**config.mk**
```make
export PLATFORM = sky130hd
export DESIGN_NAME = integer_partition_generator_flat
export DESIGN_NICKNAME = d
export VERILOG_FILES = /design/src/hw/rtl/igen_pkg.sv /design/src/hw/rtl/igen_in_if.sv /design/src/hw/rtl/igen_out_if.sv /design/src/hw/rtl/igen_ram.sv /design/src/hw/rtl/igen_store.sv /design/src/hw/rtl/igen_ctrl.sv /design/src/hw/rtl/integer_partition_generator.sv /design/src/flat_wrapper.sv
export SDC_FILE = /design/constraint.sdc
export NUM_CORES = 1
export LEC_CHECK = 0
export BUFFER_PORTS_ARGS = -buffer_cell sky130_fd_sc_hd__clkbuf_2
export CORE_UTILIZATION = 58
export DETAILED_ROUTE_END_ITERATION = 12
export PLACE_DENSITY = 0.77
export SETUP_SLACK_MARGIN = 0.5
export SLEW_MARGIN = 10
export SYNTH_ARGS = -nofsm -noshare
export SYNTH_HDL_FRONTEND = slang
export SYNTH_SLANG_ARGS = --single-unit
```
**constraint.sdc**
```tcl
create_clock -name clk_i -period 5.8 [get_ports clk_i]
set_clock_uncertainty 0.15 [all_clocks]
set_input_delay 0.58 -clock clk_i [delete_from_list [all_inputs] [get_ports clk_i]]
set_output_delay 0.58 -clock clk_i [all_outputs]
set_load 0.01 [all_outputs]
```
**src/hw/rtl/igen_pkg.sv**
```systemverilog
// Shared types, codes and sizes for the integer partition generator.
`timescale 1ns / 1ps

package igen_pkg;

  // Width of a part, of the target and of every stored entry.
  localparam int unsigned PART_W = 6;
  // Signed store index; holds -2 .. 63 for every supported store size.
  localparam int unsigned IDX_W = 8;
  // Default largest target.
  localparam int unsigned MAX_N_DEF = 32;

  typedef enum logic [0:0] {
    FUNC_START = 1'b0,
    FUNC_NEXT  = 1'b1
  } func_e;

  typedef enum logic [1:0] {
    ST_PART  = 2'd0,
    ST_EMPTY = 2'd1,
    ST_DONE  = 2'd2
  } status_e;

  typedef enum logic [3:0] {
    S_IDLE,
    S_SINGLE,
    S_EMIT,
    S_ADV,
    S_ZERO2,
    S_RDREF,
    S_RDLAST,
    S_WALK,
    S_FIX1,
    S_FIX2,
    S_FIX3,
    S_CHK,
    S_CHK2
  } ctrl_state_e;

  // Access request from the sequencer to the parts store.
  typedef struct packed {
    logic                     clr;
    logic                     we;
    logic signed [IDX_W-1:0]  waddr;
    logic [PART_W-1:0]        wdata;
    logic                     re;
    logic signed [IDX_W-1:0]  raddr;
  } store_req_t;

  // Result item handed to the output register.
  typedef struct packed {
    logic              load;
    logic [PART_W-1:0] part;
    status_e           status;
    logic              last;
    logic              fin;
  } out_item_t;

endpackage

```
**src/hw/rtl/igen_in_if.sv**
```systemverilog
// Request channel: start or advance, with the target.
`timescale 1ns / 1ps

interface igen_in_if;
  logic                          valid;
  logic                          ready;
  logic                          func;
  logic [igen_pkg::PART_W-1:0]   target;

  modport source (output valid, output func, output target, input ready);
  modport sink   (input valid, input func, input target, output ready);
endinterface

```
**src/hw/rtl/igen_out_if.sv**
```systemverilog
// Result channel: one part of a partition, or a status, per item.
`timescale 1ns / 1ps

interface igen_out_if;
  logic                          valid;
  logic                          ready;
  logic [igen_pkg::PART_W-1:0]   part;
  logic [1:0]                    status;
  logic                          last_part;
  logic                          final_partition;

  modport source (output valid, output part, output status, output last_part,
                  output final_partition, input ready);
  modport sink   (input valid, input part, input status, input last_part,
                  input final_partition, output ready);
endinterface

```
**src/hw/rtl/igen_ram.sv**
```systemverilog
// Generic single-clock RAM with one write port and one registered read port.
`timescale 1ns / 1ps

module igen_ram #(
  parameter int unsigned WIDTH = igen_pkg::PART_W,
  parameter int unsigned DEPTH = igen_pkg::MAX_N_DEF + 1,
  localparam int unsigned AW   = $clog2(DEPTH)
) (
  input  logic             clk_i,
  input  logic             we_i,
  input  logic [AW-1:0]    waddr_i,
  input  logic [WIDTH-1:0] wdata_i,
  input  logic             re_i,
  input  logic [AW-1:0]    raddr_i,
  output logic [WIDTH-1:0] rdata_o
);

  logic [WIDTH-1:0] mem_q [DEPTH];
  logic [WIDTH-1:0] rdata_q;

  // Write, and read through a registered output; the read data holds when idle.
  always_ff @(posedge clk_i) begin
    if (we_i) begin
      mem_q[waddr_i] <= wdata_i;
    end
    if (re_i) begin
      rdata_q <= mem_q[raddr_i];
    end
  end

  assign rdata_o = rdata_q;

endmodule

```
**src/hw/rtl/igen_store.sv**
```systemverilog
// Parts store: RAM with per-entry valid bits; unwritten or out-of-range entries read as one.
`timescale 1ns / 1ps

module igen_store #(
  parameter int unsigned MAX_N = igen_pkg::MAX_N_DEF
) (
  input  logic                          clk_i,
  input  logic                          rst_ni,
  input  igen_pkg::store_req_t          req_i,
  output logic [igen_pkg::PART_W-1:0]   rdata_o
);

  localparam int unsigned DEPTH = MAX_N + 1;
  localparam int unsigned AW    = $clog2(DEPTH);

  logic [DEPTH-1:0]              valid_q;
  logic                          rfix_q;
  logic                          we_ok;
  logic                          re_ok;
  logic [AW-1:0]                 waddr_a;
  logic [AW-1:0]                 raddr_a;
  logic                          rvld;
  logic [igen_pkg::PART_W-1:0]   ram_rdata;

  function automatic logic in_range(logic signed [igen_pkg::IDX_W-1:0] idx);
    in_range = (idx >= 0) && (idx <= $signed(igen_pkg::IDX_W'(MAX_N)));
  endfunction

  assign we_ok   = req_i.we && in_range(req_i.waddr);
  assign re_ok   = req_i.re && in_range(req_i.raddr);
  assign waddr_a = req_i.waddr[AW-1:0];
  assign raddr_a = req_i.raddr[AW-1:0];
  assign rvld    = re_ok && valid_q[raddr_a];

  igen_ram #(
    .WIDTH (igen_pkg::PART_W),
    .DEPTH (DEPTH)
  ) u_ram (
    .clk_i   (clk_i),
    .we_i    (we_ok),
    .waddr_i (waddr_a),
    .wdata_i (req_i.wdata),
    .re_i    (re_ok),
    .raddr_i (raddr_a),
    .rdata_o (ram_rdata)
  );

  // Valid bits: cleared at once on a start, set by each write.
  // The read side notes whether the entry read must be replaced by one.
  always_ff @(posedge clk_i or negedge rst_ni) begin
    if (!rst_ni) begin
      valid_q <= '0;
      rfix_q  <= 1'b1;
    end else begin
      if (req_i.clr) begin
        valid_q <= '0;
      end else if (we_ok) begin
        valid_q[waddr_a] <= 1'b1;
      end
      if (req_i.re) begin
        rfix_q <= !rvld;
      end
    end
  end

  assign rdata_o = rfix_q ? igen_pkg::PART_W'(1) : ram_rdata;

endmodule

```
**src/hw/rtl/igen_ctrl.sv**
```systemverilog
// Sequencer: start handling, successor step over the parts store and part emission.
`timescale 1ns / 1ps

module igen_ctrl #(
  parameter int unsigned MAX_N = igen_pkg::MAX_N_DEF
) (
  input  logic                          clk_i,
  input  logic                          rst_ni,
  input  logic                          in_valid_i,
  input  logic                          in_func_i,
  input  logic [igen_pkg::PART_W-1:0]   in_target_i,
  output logic                          in_ready_o,
  input  logic                          out_free_i,
  output igen_pkg::out_item_t           item_o,
  output igen_pkg::store_req_t          sreq_o,
  input  logic [igen_pkg::PART_W-1:0]   rdata_i
);

  localparam int unsigned CNT_W  = $clog2(MAX_N + 1);
  localparam int unsigned IDX_W  = igen_pkg::IDX_W;
  localparam int unsigned PART_W = igen_pkg::PART_W;
  localparam int unsigned PROD_W = PART_W + IDX_W;
  localparam int unsigned SW     = PROD_W + 2;

  igen_pkg::ctrl_state_e state_q, state_d;
  logic [CNT_W-1:0]          h_q, h_d;
  logic [CNT_W-1:0]          m_q, m_d;
  logic [CNT_W-1:0]          tgt_q, tgt_d;
  logic                      run_q, run_d;
  logic                      fin_q, fin_d;
  igen_pkg::status_e         sst_q, sst_d;
  logic signed [IDX_W-1:0]   j_q, j_d;
  logic signed [IDX_W-1:0]   hs_q, hs_d;
  logic [PART_W-1:0]         ref_q, ref_d;
  logic [PART_W-1:0]         rm_q, rm_d;
  logic [PROD_W-1:0]         prod_q, prod_d;
  logic [CNT_W-1:0]          e_q, e_d;
  logic                      pend_q, pend_d;

  logic                      accept;
  logic                      load;
  logic signed [IDX_W-1:0]   m_s;
  logic signed [IDX_W-1:0]   h_s;
  logic signed [IDX_W-1:0]   mh1;
  logic signed [SW-1:0]      r_s;
  logic signed [SW-1:0]      mn_s;
  logic [CNT_W-1:0]          n_clamp;

  function automatic logic signed [SW-1:0] sx(logic signed [IDX_W-1:0] v);
    sx = {{(SW-IDX_W){v[IDX_W-1]}}, v};
  endfunction

  function automatic logic [CNT_W-1:0] clamp_cnt(logic signed [SW-1:0] v);
    if (v < 0) begin
      clamp_cnt = '0;
    end else if (v > $signed(SW'(MAX_N))) begin
      clamp_cnt = CNT_W'(MAX_N);
    end else begin
      clamp_cnt = v[CNT_W-1:0];
    end
  endfunction

  assign m_s     = $signed(IDX_W'(m_q));
  assign h_s     = $signed(IDX_W'(h_q));
  assign mh1     = m_s - hs_q - IDX_W'(1);
  assign r_s     = $signed(SW'(rm_q)) + $signed(SW'(prod_q));
  assign mn_s    = sx(hs_q) + r_s - SW'(1);
  assign n_clamp = (in_target_i > PART_W'(MAX_N)) ? CNT_W'(MAX_N)
                                                   : in_target_i[CNT_W-1:0];

  assign in_ready_o = (state_q == igen_pkg::S_IDLE);
  assign accept     = in_valid_i && in_ready_o;
  assign load       = pend_q && out_free_i;

  // State and working registers.
  always_ff @(posedge clk_i or negedge rst_ni) begin
    if (!rst_ni) begin
      state_q <= igen_pkg::S_IDLE;
      h_q     <= '0;
      m_q     <= '0;
      tgt_q   <= '0;
      run_q   <= 1'b0;
      fin_q   <= 1'b0;
      sst_q   <= igen_pkg::ST_PART;
      e_q     <= '0;
      pend_q  <= 1'b0;
    end else begin
      state_q <= state_d;
      h_q     <= h_d;
      m_q     <= m_d;
      tgt_q   <= tgt_d;
      run_q   <= run_d;
      fin_q   <= fin_d;
      sst_q   <= sst_d;
      e_q     <= e_d;
      pend_q  <= pend_d;
    end
  end

  // Datapath scratch values of the successor step.
  always_ff @(posedge clk_i) begin
    j_q    <= j_d;
    hs_q   <= hs_d;
    ref_q  <= ref_d;
    rm_q   <= rm_d;
    prod_q <= prod_d;
  end

  // Next state, store accesses and result items.
  always_comb begin
    state_d = state_q;
    h_d     = h_q;
    m_d     = m_q;
    tgt_d   = tgt_q;
    run_d   = run_q;
    fin_d   = fin_q;
    sst_d   = sst_q;
    j_d     = j_q;
    hs_d    = hs_q;
    ref_d   = ref_q;
    rm_d    = rm_q;
    prod_d  = prod_q;
    e_d     = e_q;
    pend_d  = pend_q;
    sreq_o  = '0;
    item_o  = '0;

    unique case (state_q)
      igen_pkg::S_IDLE: begin
        if (accept) begin
          if (igen_pkg::func_e'(in_func_i) == igen_pkg::FUNC_START) begin
            // Start: every entry back to one, length is the target clamped to MAX_N.
            sreq_o.clr = 1'b1;
            tgt_d      = n_clamp;
            h_d        = '0;
            m_d        = n_clamp;
            e_d        = '0;
            pend_d     = 1'b0;
            if (n_clamp == '0) begin
              run_d   = 1'b0;
              fin_d   = 1'b1;
              sst_d   = igen_pkg::ST_EMPTY;
              state_d = igen_pkg::S_SINGLE;
            end else if (n_clamp == CNT_W'(1)) begin
              run_d   = 1'b0;
              fin_d   = 1'b1;
              state_d = igen_pkg::S_EMIT;
            end else begin
              run_d   = 1'b1;
              fin_d   = 1'b0;
              state_d = igen_pkg::S_EMIT;
            end
          end else if (!run_q) begin
            fin_d   = 1'b0;
            sst_d   = igen_pkg::ST_DONE;
            state_d = igen_pkg::S_SINGLE;
          end else begin
            state_d = igen_pkg::S_ADV;
          end
        end
      end

      igen_pkg::S_SINGLE: begin
        item_o.load   = out_free_i;
        item_o.status = sst_q;
        item_o.last   = 1'b1;
        item_o.fin    = fin_q;
        if (out_free_i) begin
          state_d = igen_pkg::S_IDLE;
        end
      end

      igen_pkg::S_EMIT: begin
        // Read data for entry e_q is waiting; the next read is issued as it leaves.
        item_o.load   = load;
        item_o.part   = rdata_i;
        item_o.status = igen_pkg::ST_PART;
        item_o.last   = (e_q == m_q);
        item_o.fin    = fin_q;
        if (!pend_q || load) begin
          if (e_q < m_q) begin
            sreq_o.re    = 1'b1;
            sreq_o.raddr = $signed(IDX_W'(e_q)) + IDX_W'(1);
            e_d          = e_q + 1'b1;
            pend_d       = 1'b1;
          end else begin
            pend_d  = 1'b0;
            state_d = igen_pkg::S_IDLE;
          end
        end
      end

      igen_pkg::S_ADV: begin
        if (h_q == '0) begin
          // First step after the all-ones partition.
          sreq_o.we    = 1'b1;
          sreq_o.waddr = '0;
          sreq_o.wdata = PART_W'(1);
          state_d      = igen_pkg::S_ZERO2;
        end else if (m_s - h_s > 1) begin
          // Room behind the tail: append a two and shorten.
          sreq_o.we    = 1'b1;
          sreq_o.waddr = h_s + IDX_W'(1);
          sreq_o.wdata = PART_W'(2);
          h_d          = h_q + 1'b1;
          m_d          = m_q - 1'b1;
          state_d      = igen_pkg::S_CHK;
        end else begin
          sreq_o.re    = 1'b1;
          sreq_o.raddr = m_s - IDX_W'(1);
          state_d      = igen_pkg::S_RDREF;
        end
      end

      igen_pkg::S_ZERO2: begin
        sreq_o.we    = 1'b1;
        sreq_o.waddr = IDX_W'(1);
        sreq_o.wdata = PART_W'(2);
        h_d          = CNT_W'(1);
        m_d          = tgt_q - 1'b1;
        state_d      = igen_pkg::S_CHK;
      end

      igen_pkg::S_RDREF: begin
        ref_d        = rdata_i;
        sreq_o.re    = 1'b1;
        sreq_o.raddr = m_s;
        state_d      = igen_pkg::S_RDLAST;
      end

      igen_pkg::S_RDLAST: begin
        rm_d         = rdata_i;
        j_d          = m_s - IDX_W'(2);
        sreq_o.re    = 1'b1;
        sreq_o.raddr = m_s - IDX_W'(2);
        state_d      = igen_pkg::S_WALK;
      end

      igen_pkg::S_WALK: begin
        // Walk back over parts equal to the reference, one entry a cycle.
        if ((j_q >= 0) && (rdata_i == ref_q)) begin
          sreq_o.we    = 1'b1;
          sreq_o.waddr = j_q;
          sreq_o.wdata = PART_W'(1);
          sreq_o.re    = 1'b1;
          sreq_o.raddr = j_q - IDX_W'(1);
          j_d          = j_q - IDX_W'(1);
        end else begin
          hs_d    = j_q + IDX_W'(1);
          state_d = igen_pkg::S_FIX1;
        end
      end

      igen_pkg::S_FIX1: begin
        // Bump the new tail and form the remainder product.
        sreq_o.we    = 1'b1;
        sreq_o.waddr = hs_q;
        sreq_o.wdata = ref_q + 1'b1;
        prod_d       = PROD_W'(ref_q) * PROD_W'($unsigned(mh1));
        state_d      = igen_pkg::S_FIX2;
      end

      igen_pkg::S_FIX2: begin
        if (m_s - hs_q > 1) begin
          sreq_o.we    = 1'b1;
          sreq_o.waddr = m_s - IDX_W'(1);
          sreq_o.wdata = PART_W'(1);
        end
        state_d = igen_pkg::S_FIX3;
      end

      igen_pkg::S_FIX3: begin
        sreq_o.we    = 1'b1;
        sreq_o.waddr = m_s;
        sreq_o.wdata = PART_W'(1);
        h_d          = clamp_cnt(sx(hs_q));
        m_d          = clamp_cnt(mn_s);
        state_d      = igen_pkg::S_CHK;
      end

      igen_pkg::S_CHK: begin
        sreq_o.re    = 1'b1;
        sreq_o.raddr = IDX_W'(1);
        state_d      = igen_pkg::S_CHK2;
      end

      igen_pkg::S_CHK2: begin
        // The partition made of the target alone ends the enumeration.
        e_d    = '0;
        pend_d = 1'b0;
        if ((rdata_i == PART_W'(tgt_q)) || (m_q == '0)) begin
          run_d = 1'b0;
          if (m_q == '0) begin
            fin_d   = 1'b0;
            sst_d   = igen_pkg::ST_DONE;
            state_d = igen_pkg::S_SINGLE;
          end else begin
            fin_d   = 1'b1;
            state_d = igen_pkg::S_EMIT;
          end
        end else begin
          fin_d   = 1'b0;
          state_d = igen_pkg::S_EMIT;
        end
      end

      default: begin
        state_d = igen_pkg::S_IDLE;
      end
    endcase
  end

endmodule

```
**src/hw/rtl/integer_partition_generator.sv**
```systemverilog
// Top level of the integer partition generator: channels, output register, checks.
`timescale 1ns / 1ps

// Lists the partitions of a target n in ZS2 order, one part per result item.
// in_i carries func (start or next) and target; out_o carries part, status,
// last_part and final_partition. A start loads min(target, MAX_N) and emits
// n ones; each next emits the following partition, ending with {n}. A target
// of zero yields one empty-partition item; a next after the end, or before
// any start, yields one exhausted item.
// A start emits its parts one per cycle while the receiver takes them. A next
// first runs the successor step over the parts store, whose walk back over
// equal parts visits one entry per cycle through its single read port, and
// then emits its parts the same way. The block takes one item at a time; it
// is ready again as soon as the last result of an item sits in the output
// register.
// Reset empties the output register and marks every store entry as one via
// valid bits, so no clearing pass is needed. A stalled receiver holds the
// output register and pauses emission without losing parts.
module integer_partition_generator #(
  parameter int unsigned MAX_N = igen_pkg::MAX_N_DEF
) (
  input  logic        clk_i,
  input  logic        rst_ni,
  igen_in_if.sink     in_i,
  igen_out_if.source  out_o
);

  igen_pkg::out_item_t           item;
  igen_pkg::store_req_t          sreq;
  logic [igen_pkg::PART_W-1:0]   rdata;
  logic                          out_free;
  logic                          ready;

  logic                          ov_q;
  logic [igen_pkg::PART_W-1:0]   opart_q;
  logic [1:0]                    ostat_q;
  logic                          olast_q;
  logic                          ofin_q;

  igen_ctrl #(
    .MAX_N (MAX_N)
  ) u_ctrl (
    .clk_i       (clk_i),
    .rst_ni      (rst_ni),
    .in_valid_i  (in_i.valid),
    .in_func_i   (in_i.func),
    .in_target_i (in_i.target),
    .in_ready_o  (ready),
    .out_free_i  (out_free),
    .item_o      (item),
    .sreq_o      (sreq),
    .rdata_i     (rdata)
  );

  igen_store #(
    .MAX_N (MAX_N)
  ) u_store (
    .clk_i   (clk_i),
    .rst_ni  (rst_ni),
    .req_i   (sreq),
    .rdata_o (rdata)
  );

  assign in_i.ready = ready;
  assign out_free   = !ov_q || out_o.ready;

  // Output register occupancy.
  always_ff @(posedge clk_i or negedge rst_ni) begin
    if (!rst_ni) begin
      ov_q <= 1'b0;
    end else if (item.load) begin
      ov_q <= 1'b1;
    end else if (out_o.ready) begin
      ov_q <= 1'b0;
    end
  end

  // Output register payload.
  always_ff @(posedge clk_i) begin
    if (item.load) begin
      opart_q <= item.part;
      ostat_q <= item.status;
      olast_q <= item.last;
      ofin_q  <= item.fin;
    end
  end

  assign out_o.valid           = ov_q;
  assign out_o.part            = opart_q;
  assign out_o.status          = ostat_q;
  assign out_o.last_part       = olast_q;
  assign out_o.final_partition = ofin_q;

  // An accepted item always keeps the sequencer busy in the next cycle.
  a_busy_after_accept: assert property (@(posedge clk_i) disable iff (!rst_ni)
    (in_i.valid && in_i.ready) |=> !in_i.ready)
    else $error("request accepted while the previous one was still being handled");

  // While a part that is not the last waits, its run is still being emitted.
  a_run_in_progress: assert property (@(posedge clk_i) disable iff (!rst_ni)
    (out_o.valid && !out_o.last_part) |-> !in_i.ready)
    else $error("ready for a new request in the middle of a partition");

  // A start clear never coincides with a store write.
  a_clear_no_write: assert property (@(posedge clk_i) disable iff (!rst_ni)
    sreq.clr |-> !sreq.we)
    else $error("store written in the cycle it is cleared");

endmodule
```
**src/flat_wrapper.sv**
```systemverilog
// flat-port wrapper written by rule: the top's interface ports become plain ports
module integer_partition_generator_flat 
#(
  parameter int unsigned MAX_N = igen_pkg::MAX_N_DEF
)
  (clk_i, rst_ni, in_i_valid, in_i_func, in_i_target, in_i_ready, out_o_valid, out_o_part, out_o_status, out_o_last_part, out_o_final_partition, out_o_ready);
  igen_in_if in_i_i ();
  igen_out_if out_o_i ();
  input  logic clk_i;
  input  logic rst_ni;
  input wire logic [$bits(in_i_i.valid)-1:0] in_i_valid;
  input wire logic [$bits(in_i_i.func)-1:0] in_i_func;
  input wire logic [$bits(in_i_i.target)-1:0] in_i_target;
  output wire logic [$bits(in_i_i.ready)-1:0] in_i_ready;
  output wire logic [$bits(out_o_i.valid)-1:0] out_o_valid;
  output wire logic [$bits(out_o_i.part)-1:0] out_o_part;
  output wire logic [$bits(out_o_i.status)-1:0] out_o_status;
  output wire logic [$bits(out_o_i.last_part)-1:0] out_o_last_part;
  output wire logic [$bits(out_o_i.final_partition)-1:0] out_o_final_partition;
  input wire logic [$bits(out_o_i.ready)-1:0] out_o_ready;
  assign in_i_i.valid = in_i_valid;
  assign in_i_i.func = in_i_func;
  assign in_i_i.target = in_i_target;
  assign in_i_ready = in_i_i.ready;
  assign out_o_valid = out_o_i.valid;
  assign out_o_part = out_o_i.part;
  assign out_o_status = out_o_i.status;
  assign out_o_last_part = out_o_i.last_part;
  assign out_o_final_partition = out_o_i.final_partition;
  assign out_o_i.ready = out_o_ready;
  integer_partition_generator #(.MAX_N(MAX_N)) u_core (.clk_i(clk_i), .rst_ni(rst_ni), .in_i(in_i_i), .out_o(out_o_i));
endmodule
```
==> run metrics <==
clock transition at the register clock pins on the worst setup and hold paths after CTS=0.06 ns; Sink Count=324; number of global-route vias before repair=13,800; length of routed wiring on met1=19,000 um; final-report hold violation count=0; number of antenna violations at the first check in global routing=0; Startpoint Class=flip-flop; total power of the final layout=11,300 uW; H-tree depth=2; die area=32,700 um^2; fraction of synthesized area in multiplexers=0.0682; Worst Path Class, Setup=reg2reg; Global Route Usage Sum=0.300; detailed-routing iteration count for the pre-antenna-repair pass=9; # setup viols final=0; Final Routed Wirelength=48,600 um; YS warnings=0; Achievable Freq=0.185 GHz; DRT iter0 DRCs=1,502; category of the worst setup path capture point=flip-flop; proportion of netlist area held by the largest area contributor=0.414; count of buffering cells on the critical path with inverters included=3; fin util=0.673; largest family of logic cells by synthesized area=compound AO/OA/AOI/OAI gates; post-cts hold buffer count=0; outcome=finished, final reports clean; horizontal extent of the die=181 um; # IOs=23; fraction of the yosys area taken by sequential cells=0.506; dominant cell by count in the synthesized netlist=edfxtp_1; unique cell type count in the Yosys netlist=80; number of buffers created by CTS=36; share of layout cells above drive strength 1=0.151; cell class contributing the biggest share of worst-path delay=adder cells; initial cell density of the core=0.588; RSZ-0062 raised after global routing=true; type of the worst min-delay path=in2async; detailed placement HPWL=34,400 um; largest vdd supply drop=583 uV; CP Cell Sequence=inv_1, ha_1, nor2b_1, o21ai_1, nand2b_1, xor2_2, and2_4, fa_1, inv_1, fa_1, fa_1, inv_1, ha_4, a21oi_2, nor2_1, nor2_1, o21bai_1, a21oi_2, nor2b_1, o21a_1, nor2_2, o21bai_1, a21oi_1, xnor2_1; routed via count=13,900; top cells by area, synth=edfxtp_1, dfrtp_1, ha_1; final worst path period need=5.41 ns; library cell occupying the most area in the post-synthesis netlist=edfxtp_1; DRT antenna net count=0; number of placement rows=65; final routed DRC violation total=0; number of synthesized register bits=324; synthesized instance count=1,688; Avg Inst Size Synth=11.0 um^2; maximum number of pins on one net before global-route repair=69; share of synthesized cell area in full adder, half adder and majority cells=0.0917; number of flops mapped to enable cells by yosys=256; clock tree root driver cell=clkbuf_16; area added between synthesis and finish=14.3%; wire length of the first global-routing pass=75,700 um; Inst Count DP=2,125; actual transition at the worst max-transition pin=1.20 ns; wire length on met3=4100 um; Post-Syn Area=18,600 um^2; Slew headroom=0.200; total nets after synthesis=1,817; top routing layer in use=met4; CP max-delay cell=fa_1; crit path DAT=5.53 ns; TritonCTS clock tree=yes; area share of xor/xnor cells in the synthesized design=0.0377; Total Negative Setup Slacks=0 ns; Data required, critical path=5.92 ns; fraction of the mapped netlist area in compound gates=0.133; Vert. Die Dim=181 um; most used standard cells in the synthesized netlist=edfxtp_1, nand2_1, nor2_1; nets@finish=1,914; non-filler cells in the finished layout=2,215; routability congestion estimate from global placement=0.959; final critical-path share of the clock period=0.933; total count of max-transition violations in the final report=0; Remaining Overflow, GRT=0; port buffer count=22; largest fanout on the critical path=6; wire length on met2=23,600 um; number of max-capacitance violations reported=0; leakage power=0.00928 uW; count of inserted antenna diode cells=0; Synth Area in Simple Gates=0.123; async set-or-reset flop fraction in the synthesized netlist=0.210; maximum single-stage delay on the critical path=0.52 ns; Top FF cell, synth=edfxtp_1; post-detailed-route wirelength per cell=21.9 um; clock latency at the later pin of the worst-skew pair=0.55 ns; post-detailed-route via-to-cell ratio=6.27; core outline area=31,600 um^2; power per cell area=531 nW/um^2; CTS max path bufs=3
## flip-flops by register name (all words and copies together), names as in the netlist, 8 cells and up
signal and cells:
u_core.u_store.u_ram.mem_q 198, u_core.u_store.valid_q 33, u_core.u_ctrl.prod_q 14, u_core.u_ctrl.hs_q 8
u_core.u_ctrl.j_q 8
## layer usage
layer,up-vias,global-route usage
met4,0,0.118
met5,-,0
li1,6325,-
met3,116,0.0617
met1,6805,0.379
met2,635,0.506
## worst paths after layout
kind | from | endpoint | slack (ns) | cells past startpoint
max reg2reg | u_core.u_ctrl.hs_q[2] | u_core.u_ctrl.prod_q[13] | 0.39 | 24
min reg2reg | u_core.u_store.valid_q[1] | u_core.u_store.valid_q[1] | 0.32 | 1
max | u_core.u_ctrl.hs_q[2] | u_core.u_ctrl.prod_q[13] | 0.39 | 24
min in group clk_i | in_i_target[4] | u_core.u_ctrl.tgt_q[4] | 0.19 | 3
min | rst_ni | u_core.u_ctrl.e_q[4] | 0.05 | 1
max in group asynchronous | rst_ni | u_core.u_ctrl.h_q[4] | 4.79 | 1
## area by class of cell
| type | instances | area [um^2] |
|---|---|---|
| Multi-Input combinational cell | 1168 | 8670 |
| Inverter | 121 | 454 |
| Timing Repair Buffer | 134 | 991 |
| Sequential cell | 324 | 9390 |
| Tap cell | 402 | 503 |
| Fill cell | 2271 | 10300 |
| Clock buffer | 51 | 1020 |
| Clock inverter | 15 | 205 |
## metrics by stage
step | instance area, um^2 | hold slack (ns) | worst slack (ns)
2_1_floorplan | 18600 | 0.134 | 0.536
3_3_place_gp | 19600 | 0.304 | 0.278
3_5_place_dp | 19600 | 0.310 | 0.173
4_1_cts | 20900 | 0.0815 | 0.503
5_1_grt | 21200 | 0.117 | 0.112
6_report | 21200 | 0.0476 | 0.390
## cells by family (layout without fill, tap and decap cells)
family | count (synthesis) | in the layout
multiplexers | 123 | 123
XOR/XNOR | 80 | 80
buffers and inverters | 196 | 321
flip-flops | 324 | 324
adder cells (fa/ha/maj) | 118 | 118
AND/OR/NAND/NOR | 487 | 487
AO/OA/AOI/OAI | 360 | 360
## cell usage in the layout, fill, tap and decap left out, drive strengths merged, types with 11 or more instances in the layout
master | synthesis | final
a211oi | 17 | 17
a21o | 40 | 40
a21oi | 74 | 74
a221oi | 13 | 13
a31oi | 11 | 11
and2 | 25 | 25
and3 | 15 | 15
buf | 25 | 113
clkbuf | 50 | 72
dfrtp | 67 | 67
edfxtp | 256 | 256
fa | 30 | 30
ha | 88 | 88
inv | 121 | 122
mux2 | 18 | 18
mux2i | 104 | 104
nand2 | 163 | 163
nand2b | 25 | 25
nand3 | 57 | 57
nor2 | 123 | 123
nor2b | 21 | 21
nor3 | 23 | 23
o211ai | 19 | 19
o21ai | 76 | 76
o21bai | 16 | 16
xnor2 | 57 | 57
xor2 | 23 | 23
## timing repair
| action | in CTS | in global routing |
|---|---|---|
| pin swaps | 5 | 33 |
| endpoints found under the setup margin | 4 | 247 |
| setup buffers | 8 | 16 |
| resized for setup | 7 | 41 |
| endpoints found under the hold margin | 0 | 0 |
## report_power, final
group | total [uW] | switching (uW) | leakage [uW] | internal (uW)
clock network | 2330 | 959 | 0.000593 | 1380
logic | 5860 | 3330 | 0.00538 | 2530
registers | 3070 | 173 | 0.00331 | 2900
Note: power is estimated with default switching activity, not from simulation.
